--- src/sv/lch_pkg.sv ---
// Shared constants and byte helpers for the line compare hash unit.
`default_nettype none
package lch_pkg;

   localparam int unsigned CharWidth  = 8;
   localparam int unsigned HashWidth  = 32;
   localparam int unsigned CsrIdxWidth = 3;
   localparam int unsigned CsrDataWidth = 1;

   typedef logic [CharWidth-1:0] char_type;
   typedef logic [HashWidth-1:0] hash_type;

   typedef enum logic [CsrIdxWidth-1:0] {
      CSR_IGNORE_WS      = 3'd0,
      CSR_IGNORE_CASE    = 3'd1,
      CSR_COMPRESS       = 3'd2,
      CSR_SUPPRESS_CR    = 3'd3,
      CSR_SUPPRESS_LEAD  = 3'd4,
      CSR_SUPPRESS_TRAIL = 3'd5
   } csr_idx_type;

   localparam char_type CharTab   = 8'h09;
   localparam char_type CharVt    = 8'h0B;
   localparam char_type CharFf    = 8'h0C;
   localparam char_type CharCr    = 8'h0D;
   localparam char_type CharSpace = 8'h20;
   localparam char_type FoldLow   = 8'h40;
   localparam char_type FoldHigh  = 8'h5F;
   localparam char_type FoldAdd   = 8'h20;

   localparam hash_type HashSeed = 32'd1;

   typedef struct packed {
      logic ignore_ws;
      logic ignore_case;
      logic compress;
      logic suppress_cr;
      logic suppress_lead;
      logic suppress_trail;
   } mode_type;

   function automatic logic is_blank(input char_type c);
      is_blank = (c == CharTab) || (c == CharVt) || (c == CharFf) || (c == CharSpace);
   endfunction

   function automatic char_type fold(input char_type c, input logic en);
      if (en && (c >= FoldLow) && (c <= FoldHigh)) begin
         fold = c + FoldAdd;
      end else begin
         fold = c;
      end
   endfunction

   // sum * 127 + c, mod 2^32, as shift and subtract
   function automatic hash_type mix(input hash_type sum, input char_type c);
      mix = (sum << 7) - sum + hash_type'(c);
   endfunction

endpackage
`default_nettype wire

--- src/sv/line_compare_hash_unit.sv ---
// Line compare hash unit: streaming base-127 line hash with blank and case modes.
// A line's hash is loaded into the result register as its last byte leaves the request
// register. Throughput: one byte per cycle unless a last byte waits on the result slot;
// request and result registers part the two sides, with one pass of hash logic between.
// Reset: synchronous, active high; clears modes to 0, sums to 1, both channels empty.
`default_nettype none
module line_compare_hash_unit
   import lch_pkg::*;
(
   input  wire logic                    clock,
   input  wire logic                    reset,
   // request: tdata = {char_byte[7:0]}, tuser = {empty_line}
   input  wire logic                    req_tvalid,
   output      logic                    req_tready,
   input  wire logic [CharWidth-1:0]    req_tdata,
   input  wire logic                    req_tlast,
   input  wire logic                    req_tuser,
   // result: tdata = {line_hash[31:0]}
   output      logic                    rsp_tvalid,
   input  wire logic                    rsp_tready,
   output      logic [HashWidth-1:0]    rsp_tdata,
   // configuration
   input  wire logic                    csr_we,
   input  wire logic [CsrIdxWidth-1:0]  csr_index,
   input  wire logic [CsrDataWidth-1:0] csr_wdata
);

   mode_type mode_ff;

   logic     req_valid_ff;
   char_type req_char_ff;
   logic     req_last_ff;
   logic     req_empty_ff;

   hash_type run_sum_ff, run_sum_in;
   hash_type kept_sum_ff, kept_sum_in;
   logic     pend_ff, pend_in;
   logic     start_ff, start_in;

   logic     rsp_valid_ff;
   hash_type rsp_hash_ff;

   logic     advance;
   logic     drop_cr;
   logic     blank;
   char_type folded;
   hash_type base_sum;
   hash_type upd_run;
   hash_type upd_kept;
   logic     upd_pend;
   logic     upd_start;
   hash_type line_hash;

   // a non-last byte always moves on; a last byte needs the result slot
   assign advance    = req_valid_ff && (!req_last_ff || !rsp_valid_ff || rsp_tready);
   assign req_tready = !req_valid_ff || advance;
   assign rsp_tvalid = rsp_valid_ff;
   assign rsp_tdata  = rsp_hash_ff;

   assign drop_cr  = mode_ff.suppress_cr && req_last_ff && (req_char_ff == CharCr);
   assign blank    = is_blank(req_char_ff);
   assign folded   = fold(req_char_ff, mode_ff.ignore_case);
   assign base_sum = (mode_ff.compress && pend_ff) ? mix(run_sum_ff, CharSpace) : run_sum_ff;

   always_comb begin
      upd_run   = run_sum_ff;
      upd_kept  = kept_sum_ff;
      upd_pend  = pend_ff;
      upd_start = start_ff;
      if (!req_empty_ff && !drop_cr) begin
         if (mode_ff.ignore_ws) begin
            if (!(blank || (req_char_ff == CharCr))) begin
               upd_run  = mix(run_sum_ff, folded);
               upd_kept = upd_run;
            end
         end else if (blank) begin
            if (mode_ff.suppress_lead && start_ff) begin
               upd_run = run_sum_ff;
            end else if (mode_ff.compress) begin
               upd_pend = 1'b1;
            end else begin
               upd_run = mix(run_sum_ff, req_char_ff);
            end
         end else begin
            upd_run   = mix(base_sum, folded);
            upd_kept  = upd_run;
            upd_pend  = 1'b0;
            upd_start = 1'b0;
         end
      end
   end

   assign line_hash = (mode_ff.suppress_trail && !mode_ff.ignore_ws) ? upd_kept : upd_run;

   always_comb begin
      run_sum_in  = run_sum_ff;
      kept_sum_in = kept_sum_ff;
      pend_in     = pend_ff;
      start_in    = start_ff;
      if (advance) begin
         if (req_last_ff) begin
            run_sum_in  = HashSeed;
            kept_sum_in = HashSeed;
            pend_in     = 1'b0;
            start_in    = 1'b1;
         end else begin
            run_sum_in  = upd_run;
            kept_sum_in = upd_kept;
            pend_in     = upd_pend;
            start_in    = upd_start;
         end
      end
   end

   always_ff @(posedge clock) begin
      if (reset) begin
         mode_ff <= '0;
      end else if (csr_we) begin
         case (csr_idx_type'(csr_index))
            CSR_IGNORE_WS:      mode_ff.ignore_ws      <= csr_wdata[0];
            CSR_IGNORE_CASE:    mode_ff.ignore_case    <= csr_wdata[0];
            CSR_COMPRESS:       mode_ff.compress       <= csr_wdata[0];
            CSR_SUPPRESS_CR:    mode_ff.suppress_cr    <= csr_wdata[0];
            CSR_SUPPRESS_LEAD:  mode_ff.suppress_lead  <= csr_wdata[0];
            CSR_SUPPRESS_TRAIL: mode_ff.suppress_trail <= csr_wdata[0];
            default:            mode_ff <= mode_ff;
         endcase
      end
   end

   always_ff @(posedge clock) begin
      if (reset) begin
         req_valid_ff <= 1'b0;
         rsp_valid_ff <= 1'b0;
         run_sum_ff   <= HashSeed;
         kept_sum_ff  <= HashSeed;
         pend_ff      <= 1'b0;
         start_ff     <= 1'b1;
      end else begin
         run_sum_ff  <= run_sum_in;
         kept_sum_ff <= kept_sum_in;
         pend_ff     <= pend_in;
         start_ff    <= start_in;
         if (req_tready) begin
            req_valid_ff <= req_tvalid;
         end
         if (advance && req_last_ff) begin
            rsp_valid_ff <= 1'b1;
         end else if (rsp_tready) begin
            rsp_valid_ff <= 1'b0;
         end
      end
   end

   always_ff @(posedge clock) begin
      if (req_tready && req_tvalid) begin
         req_char_ff  <= req_tdata;
         req_last_ff  <= req_tlast;
         req_empty_ff <= req_tuser;
      end
      if (advance && req_last_ff) begin
         rsp_hash_ff <= line_hash;
      end
   end

endmodule
`default_nettype wire

--- config.mk ---
export PLATFORM = sky130hd
export DESIGN_NAME = line_compare_hash_unit
export DESIGN_NICKNAME = d
export VERILOG_FILES = /design/src/sv/lch_pkg.sv /design/src/sv/line_compare_hash_unit.sv
export SDC_FILE = /design/constraint.sdc
export NUM_CORES = 1
export LEC_CHECK = 0
export ABC_AREA = 1
export BUFFER_PORTS_ARGS = -buffer_cell sky130_fd_sc_hd__buf_2
export CORE_MARGIN = 2
export CORE_UTILIZATION = 35
export CTS_CLUSTER_DIAMETER = 60
export CTS_CLUSTER_SIZE = 24
export DETAILED_ROUTE_END_ITERATION = 16
export PLACE_DENSITY = 0.55
export SYNTH_ARGS = -nofsm -noshare
export SYNTH_HDL_FRONTEND = slang
export SYNTH_SLANG_ARGS = --single-unit
--- constraint.sdc ---
create_clock -name clock -period 13.6 [get_ports clock]
set_input_delay 0.68 -clock clock [delete_from_list [all_inputs] [get_ports clock]]
set_output_delay 0.68 -clock clock [all_outputs]
set_load 0.005 [all_outputs]
==> flow_summary.yaml, run 1 <==
sta:
  post-route-period-util_pct: 53.32
  slew_viol_final: 0
  clock_skew_ns: 0.01798
  max_freq_mhz: 137.9
  fin_tns_setup_ns: 0
  slew_headroom_pct: 33.62
  finalWorstSetupSlack_ns: 6.349
  finalSetupViolCount: 0
  max_slew.worst_pin.slew_ns: 0.9946
  hold_slack_ns: 0.3913
  rsz0062_at_grt: "false"
  finalHoldViolations: 0
  post-route-min-period_ns: 7.251
clocking:
  cts_tree: "done"
  cts_resized: 0
  post-cts-setup-buffer-count: 0
  clk_pin_slew_worst_paths_ns: 0.07
  cts_sinks: 116
  htreeDepth: 4
  cts_root_buf: "clkbuf_16"
  cts_max_path_buffers: 2
  ctsHoldBuffers: 0
  clk_latency_ns: 0.46
  cts_buffers: 17
power:
  switchingPower_uw: 893.5
  clkPwrFrac_pct: 28.1
  netSwitchingFraction_pct: 46.94
  peakVddDrop_v: 0.00008717
  pwr-share-seq_pct: 21.0
  comb_power_share_pct: 51.0
  pwr_density_cell_mw_per_mm2: 126.8
  p_int_uw: 1010
  power.leakage_uw: 0.007174
yosys:
  netlist_area_mm2: 0.01361
  postSynth.asyncResetShare_pct: 0
  synthCells: 2247
  ys.flop_type: "dfxtp_1"
  synth_cell_types: 58
  synth_nets: 2359
  ys_warn_count: 0
  synthAdderAreaFrac_pct: 8.716
  synth.avg_cell_area_um2: 6.056
  synth_top_area_share_pct: 17.57
  yosys_register_bits: 116
  synth_edf_count: 42
  yosys.area_share.simple_pct: 32.43
  yosysTopAreaCell: "nand2_1"
  ys_top_cells_by_area: "nand2_1, dfxtp_1, edfxtp_1"
  synth_top_family_by_area: "simple AND/OR/NAND/NOR gates"
  synthXorXnorAreaFrac_pct: 4.708
  ys_seq_area_share_pct: 20.15
  synth_compound_area_share_pct: 21.96
  synthMuxAreaShare_pct: 0
global_route:
  grt_start_max_net_pins: 76
  grt_usage_pct: 26.81
  grt-ovfl-total: 0
  antenna_found_initial: 0
  grt_pass1_vias: 13970
  grt_pass1_wl_mm: 83.10
die:
  start_util_pct: 35.29
  io_pins: 53
  die_h_um: 201.2
  core_mm2: 0.03856
  rows: 72
  dieArea_mm2: 0.04047
  fp.dieW_um: 201.2
place:
  dpl.hpwl_mm: 41.23
  io_buffers: 52
  pre_cts_ws_ns: 6.586
  dpl.cell_count: 2751
  gp_congestion: 0.9462
setup_path:
  r2r_start: "run_sum_ff[0]"
  setup.worst_path.start_class: "register"
  cpPeakStageDelay_ns: 0.65
  worstPathRequired_ns: 13.81
  end_kind: "register"
  crit_top_cell: "nand2_1"
  critPathMaxFanout: 6
  setup.worst_path.class: "reg -> reg"
  slowest_stage: "nor3_1"
  crit_start: "run_sum_ff[0]"
  crit_arrival_ns: 7.46
final_layout:
  final_common_cell: "nand2_1"
  layout.nets: 2364
  layout.area.seq_mm2: 0.002744
  diodes: 0
  utilization_pct: 38.93
  drive_above_1_share_pct: 10.42
  fin_cells: 2783
  multiInputGateArea_mm2: 0.009264
  fill_cells: 4292
  final_cell_mix: "nand2_1, inv_1, o21ai_0, a21oi_1, nor2_1"
  syn2layout_area_growth_pct: 10.31
route:
  ant_nets: 0
  vias: 14750
  post_drt_wl_per_cell_um: 19.50
  drt_wl_total_mm: 54.26
  drt_iter0_markers: 1087
  drc_errors: 0
  dr.pass1.iters: 6
  avgViaCountPerCell: 5.300
flow_run:
  drv_cap: 0
worst_hold_path:
  min_from: "req_tdata[3]"
  min_path_type: "in -> reg"
run_status:
  status: "complete, no violations"
## state kept, by name, summed over array words and instances (netlist names)
| signal | cells |
|---|---|
| pend_ff | 1 |
| req_char_ff | 8 |
| req_last_ff | 1 |
| rsp_tvalid | 1 |
| req_valid_ff | 1 |
| req_empty_ff | 1 |
| mode_ff | 6 |
| rsp_tdata | 32 |
| run_sum_ff | 32 |
| kept_sum_ff | 32 |
| start_ff | 1 |
## area by class of cell
type | count | share of cell area (%)
Inverter | 345 | 8.627
Clock buffer | 17 | 2.834
Sequential cell | 116 | 18.28
Tap cell | 518 | 4.318
Multi-Input combinational cell | 1702 | 61.72
Timing Repair Buffer | 70 | 2.634
Clock inverter | 15 | 1.592
## layer usage
metal | part of all wire, % | vias up | global-route usage [%]
met4 | 4.7 | 0 | 12.61
met1 | 43 | 6864 | 33.35
met5 | 0 | - | 0
li1 | - | 7328 | -
met2 | 48 | 455 | 46.63
met3 | 4.5 | 104 | 2.624
## final timing paths
check / slack, ns / endpoint / cells past startpoint
worst max-delay path: 6.35 / rsp_tdata[26] / 33
worst min register to register: 0.47 / kept_sum_ff[3] / 2
worst max register to register: 6.35 / rsp_tdata[26] / 33
worst min-delay path: 0.39 / req_char_ff[3] / 1
## critical path: cells and delay by family (launching register included)
family	cells	cell delay (ns)
and+or+nand+nor	14	2.35
adders and majority gates	3	0.94
xor gates and xnor gates	3	0.43
buffers and inverters	5	0.74
DFF	1	0.37
AOI/OAI and AO/OA	8	2.17
## kinds of logic after synthesis
group	Yosys count
buffers and inverters	429
xor gates and xnor gates	71
adders and majority gates	93
AOI/OAI and AO/OA	534
DFF	116
and+or+nand+nor	1004
## metrics by stage
step | total power, uW | area (um2)
after floorplan | 1090 | 13610
after global placement | 1358 | 14350
after detailed placement | 1361 | 14350
after CTS | 1900 | 15010
after global routing | 2038 | 15010
final | 1904 | 15010
## power groups by stage
stage               Clock [uW]  Sequential [uW]  Combinational (uW)
detailed placement           0              406                 955
finish                     534              399                 970
global placement             0              406                 952
floorplan                    0              399                 691
global route               555              401                1080
CTS                        540              399                 960
## Yosys cell counts, types with 4 or more instances
library cell,instances
a21oi_2,4
o211ai_1,38
nand2_1,637
clkbuf_1,60
a21oi_1,188
a22oi_1,6
inv_1,317
o21ai_0,207
buf_2,7
nor2_4,13
nand2_4,10
xnor2_1,12
a21o_1,5
xor2_1,58
o22ai_1,7
nor3_1,16
or2_2,5
inv_2,24
nand3_1,86
o31ai_1,7
nand4_1,14
o221ai_1,8
nand3_2,8
o21a_1,9
nor4_1,5
a31oi_1,15
ha_1,90
o21bai_1,4
and2_1,5
edfxtp_1,42
dfxtp_1,74
nor2_1,142
nor2_2,15
buf_1,13
clkinv_1,4
nand2_2,37
a211oi_1,4
o21ai_1,15
Power figures use the tool's default switching activity.
==> inputs of run 2 (changes only) <==
==> constraint.sdc (replaced) <==
create_clock -name clock -period 7.2 [get_ports clock]
set_input_delay 0.36 -clock clock [delete_from_list [all_inputs] [get_ports clock]]
set_output_delay 0.36 -clock clock [all_outputs]
set_load 0.005 [all_outputs]
==> flow_summary.yaml, run 2 (synthesized netlist as in run 1, its figures left out) <==
flow_run:
  drv_cap: 0
clocking:
  cts_resized: 0
  htreeDepth: 4
  ctsHoldBuffers: 0
  cts_root_buf: "clkbuf_16"
  post-cts-setup-buffer-count: 0
  clk_pin_slew_worst_paths_ns: 0.07
  cts_buffers: 17
  cts_sinks: 116
  cts_tree: "done"
  clk_latency_ns: 0.45
  cts_max_path_buffers: 2
sta:
  slew_headroom_pct: 33.56
  max_slew.worst_pin.slew_ns: 0.9929
  rsz0062_at_grt: "false"
  finalHoldViolations: 0
  max_freq_mhz: 153.7
  finalSetupViolCount: 0
  slew_viol_final: 0
  post-route-min-period_ns: 6.505
  post-route-period-util_pct: 90.35
  fin_tns_setup_ns: 0
  clock_skew_ns: 0.01399
route:
  drc_errors: 0
  ant_nets: 0
  drt_wl_total_mm: 55.34
  post_drt_wl_per_cell_um: 19.77
  avgViaCountPerCell: 5.301
  drt_iter0_markers: 1109
  dr.pass1.iters: 6
  vias: 14840
place:
  gp_congestion: 0.9879
  io_buffers: 52
  dpl.cell_count: 2767
  dpl.hpwl_mm: 42.65
setup_path:
  crit_arrival_ns: 6.69
  setup.worst_path.start_class: "register"
  worstPathRequired_ns: 7.39
  critPathMaxFanout: 6
  end_kind: "register"
  crit_top_cell: "nand2_1"
  setup.worst_path.class: "reg -> reg"
  slowest_stage: "a31oi_1"
  cpPeakStageDelay_ns: 0.46
final_layout:
  final_common_cell: "nand2_1"
  syn2layout_area_growth_pct: 11.05
  fin_cells: 2799
  fill_cells: 4301
  drive_above_1_share_pct: 11.09
  final_cell_mix: "nand2_1, inv_1, o21ai_0, a21oi_1, nor2_1"
  layout.nets: 2380
  diodes: 0
die:
  dieArea_mm2: 0.04047
  core_mm2: 0.03856
  rows: 72
  die_h_um: 201.2
  start_util_pct: 35.29
  fp.dieW_um: 201.2
  io_pins: 53
global_route:
  grt-ovfl-total: 0
  grt_pass1_vias: 14190
  grt_pass1_wl_mm: 84.15
  antenna_found_initial: 0
  grt_usage_pct: 27.27
  grt_start_max_net_pins: 76
run_status:
  status: "complete, no violations"
power:
  pwr_density_cell_mw_per_mm2: 235.7
  peakVddDrop_v: 0.0001451
  finalPower_uw: 3561
  power.leakage_uw: 0.007253
worst_hold_path:
  min_path_type: "in -> reg"
run 2: cell types whose count changed in the layout (fill, tap and decap cells not counted), sizes merged:
cell and change:
buf +16, bufinv -1, clkinv +2, clkinvlp -1
run 2: metal layers:
layer | track usage, % | vias to the layer above | part of all wire [%]
li1 | - | 7388 | -
met1 | 33.44 | 6862 | 42
met2 | 47.65 | 475 | 48
met3 | 2.381 | 113 | 4.2
met4 | 14.05 | 0 | 5.3
met5 | 0 | - | 0
run 2: power breakdown:
group          switching [uW]  leakage (uW)  internal, uW  total (uW)
sequential               26.6      0.000996           721         748
combinational            1290       0.00594           568        1860
clock                     368      0.000316           589         958
total                    1680       0.00725          1880        3560
run 2: area by class of cell:
cell class | count | area [um2] | area share, %
clock buffer | 17 | 425.4 | 2.815
clock inverter | 15 | 215.2 | 1.424
inverter | 345 | 1295 | 8.569
multi-input combinational | 1702 | 9269 | 61.33
sequential | 116 | 2744 | 18.16
tap | 518 | 648.1 | 4.289
timing repair buffer | 86 | 515.5 | 3.411
run 2: through the flow:
stage               util, %  hold slack, ns  cell area, um2  worst slack, ns
floorplan                 -          0.4311           13610            2.077
detailed placement    37.52          0.4505           14470           0.7140
CTS                   39.18         0.06461           15110           0.6836
global route          39.19         0.07930           15110          0.02881
finish                39.19         0.08597           15110           0.6951
global placement      37.52          0.4460           14470           0.8998
run 2: worst paths after layout:
check,startpoint,to,slack (ns),depth (start not counted)
max reg2reg,run_sum_ff[0],rsp_tdata[26],0.70,33
min reg2reg,pend_ff,pend_ff,0.46,2
max,run_sum_ff[0],rsp_tdata[26],0.70,33
min,req_tdata[5],req_char_ff[5],0.09,1
run 2: critical path: cells and delay by family (launching register included):
| kind | cells | cell delay (ns) |
|---|---|---|
| buffers and inverters | 4 | 0.54 |
| AND/OR/NAND/NOR | 14 | 1.58 |
| XOR/XNOR | 2 | 0.33 |
| flip-flops | 1 | 0.38 |
| adder cells (fa/ha/maj) | 4 | 1.21 |
| AO/OA/AOI/OAI | 9 | 2.21 |
==> inputs of run 3 (changes only) <==
--- a/config.mk
+++ b/config.mk
@@ -7,6 +7,7 @@
 export LEC_CHECK = 0
 export ABC_AREA = 1
 export BUFFER_PORTS_ARGS = -buffer_cell sky130_fd_sc_hd__buf_2
+export CORE_ASPECT_RATIO = 1.4
 export CORE_MARGIN = 2
 export CORE_UTILIZATION = 35
 export CTS_CLUSTER_DIAMETER = 60
==> flow_summary.yaml, run 3 (synthesized netlist as in run 1, its figures left out) <==
setup_path:
  end_kind: "register"
  critPathMaxFanout: 6
  crit_top_cell: "nand2_1"
  r2r_start: "run_sum_ff[0]"
  worstRegToRegCells: 34
  cpPeakStageDelay_ns: 0.44
  setup.worst_path.class: "reg -> reg"
  setup.worst_path.start_class: "register"
  r2r_setup_slack_ns: 0.64
  worstPathRequired_ns: 7.42
  crit_arrival_ns: 6.78
  r2r-end: "rsp_tdata[26]"
  slowest_stage: "a21boi_0"
route:
  drc_errors: 0
  dr.pass1.iters: 7
  ant_nets: 0
  avgViaCountPerCell: 5.286
  drt_wl_total_mm: 55.41
  vias: 14810
  drt_iter0_markers: 1050
  post_drt_wl_per_cell_um: 19.77
global_route:
  antenna_found_initial: 0
  grt-ovfl-total: 0
  grt_pass1_vias: 14710
  grt_usage_pct: 28.04
  grt_pass1_wl_mm: 85.75
  grt_start_max_net_pins: 76
final_layout:
  syn2layout_area_growth_pct: 10.84
  layout.nets: 2378
  final_common_cell: "nand2_1"
  final_cell_mix: "nand2_1, inv_1, o21ai_0, a21oi_1, nor2_1"
  drive_above_1_share_pct: 10.97
place:
  pre_cts_ws_ns: 0.7820
  io_buffers: 52
  gp_congestion: 0.9703
  dpl.hpwl_mm: 43.51
sta:
  post-route-period-util_pct: 91.16
  finalHoldViolations: 0
  slew_viol_final: 0
  rsz0062_at_grt: "false"
  slew_headroom_pct: 29.65
  fin_tns_setup_ns: 0
  finalWorstSetupSlack_ns: 0.6364
  post-route-min-period_ns: 6.564
  max_freq_mhz: 152.4
  max_slew.worst_pin.slew_ns: 1.051
  finalSetupViolCount: 0
  clock_skew_ns: 0.01326
clocking:
  htreeDepth: 4
  cts_sinks: 116
  clk_pin_slew_worst_paths_ns: 0.07
  ctsHoldBuffers: 0
  post-cts-setup-buffer-count: 0
  cts_tree: "done"
  cts_max_path_buffers: 2
  cts_buffers: 17
  cts_resized: 0
  clk_latency_ns: 0.46
  cts_root_buf: "clkbuf_16"
power:
  comb_power_share_pct: 52.6
  power.leakage_uw: 0.007230
  pwr_density_cell_mw_per_mm2: 234.7
  p_int_uw: 1840
  switchingPower_uw: 1700
  peakVddDrop_v: 0.0001613
  pwr-share-seq_pct: 21.2
  clkPwrFrac_pct: 26.2
  netSwitchingFraction_pct: 48.02
  finalPower_uw: 3539
worst_hold_path:
  hold_path_end: "req_last_ff"
  min_path_type: "in -> reg"
  min_from: "req_tlast"
  holdPathStages: 1
die:
  fp.dieW_um: 170.6
  start_util_pct: 35.44
  rows: 85
  core_mm2: 0.03839
  io_pins: 53
  dieArea_mm2: 0.04049
  die_h_um: 237.3
run_status:
  status: "complete, no violations"
flow_run:
  drv_cap: 0
## run 3: worst max-delay path: cells and delay by family, from the launching register on
family / cells / cell delay, ns
and+or+nand+nor: 14 / 1.73
buffers and inverters: 6 / 0.73
xor gates and xnor gates: 3 / 0.44
adders and majority gates: 3 / 0.93
DFF: 1 / 0.37
AOI/OAI and AO/OA: 8 / 2.12
## run 3: area by class of cell
class,instances,area [um2]
antenna,1,2.502
inverter,345,1295
tap,522,653.1
clock inverter,13,160.2
multi-input combinational,1702,9264
sequential,116,2744
fill,4248,23310
timing repair buffer,84,500.5
clock buffer,19,464.2
## run 3: power groups by stage
stage	logic [uW]	registers, uW	clock network (uW)
finish	1860	750	926
global route	2070	754	970
CTS	1850	750	945
detailed placement	1840	764	0
global placement	1840	763	0
floorplan	1300	754	0
## run 3: worst max path at each step
stage / endpoint / startpoint / depth (start not counted)
2_1_floorplan: rsp_tdata[26] / run_sum_ff[0] / 33
3_3_place_gp: rsp_tdata[26] / run_sum_ff[0] / 30
3_5_place_dp: rsp_tdata[26] / run_sum_ff[0] / 30
4_1_cts: rsp_tdata[26] / run_sum_ff[0] / 30
5_1_grt: rsp_tdata[26] / run_sum_ff[0] / 33
6_report: rsp_tdata[26] / run_sum_ff[0] / 34
## run 3: stage by stage
stage | hold slack (ns) | util, % | std cells | instance area, um2
after floorplan | 0.4311 | - | 2247 | 13610
after global placement | 0.4477 | 37.65 | 2769 | 14460
after detailed placement | 0.4591 | 37.65 | 2769 | 14460
after CTS | 0.05785 | 39.28 | 2801 | 15080
after global routing | 0.06730 | 39.28 | 2801 | 15080
final | 0.07170 | 39.29 | 2802 | 15080
## run 3: routing by layer
metal / GRT usage, % / wire length (um) / vias up
met5: 0 / 0 / -
li1: - / - / 7357
met2: 49.91 / 27550 / 427
met1: 31.42 / 21680 / 6873
met3: 2.864 / 2117 / 155
met4: 18.39 / 4065 / 0
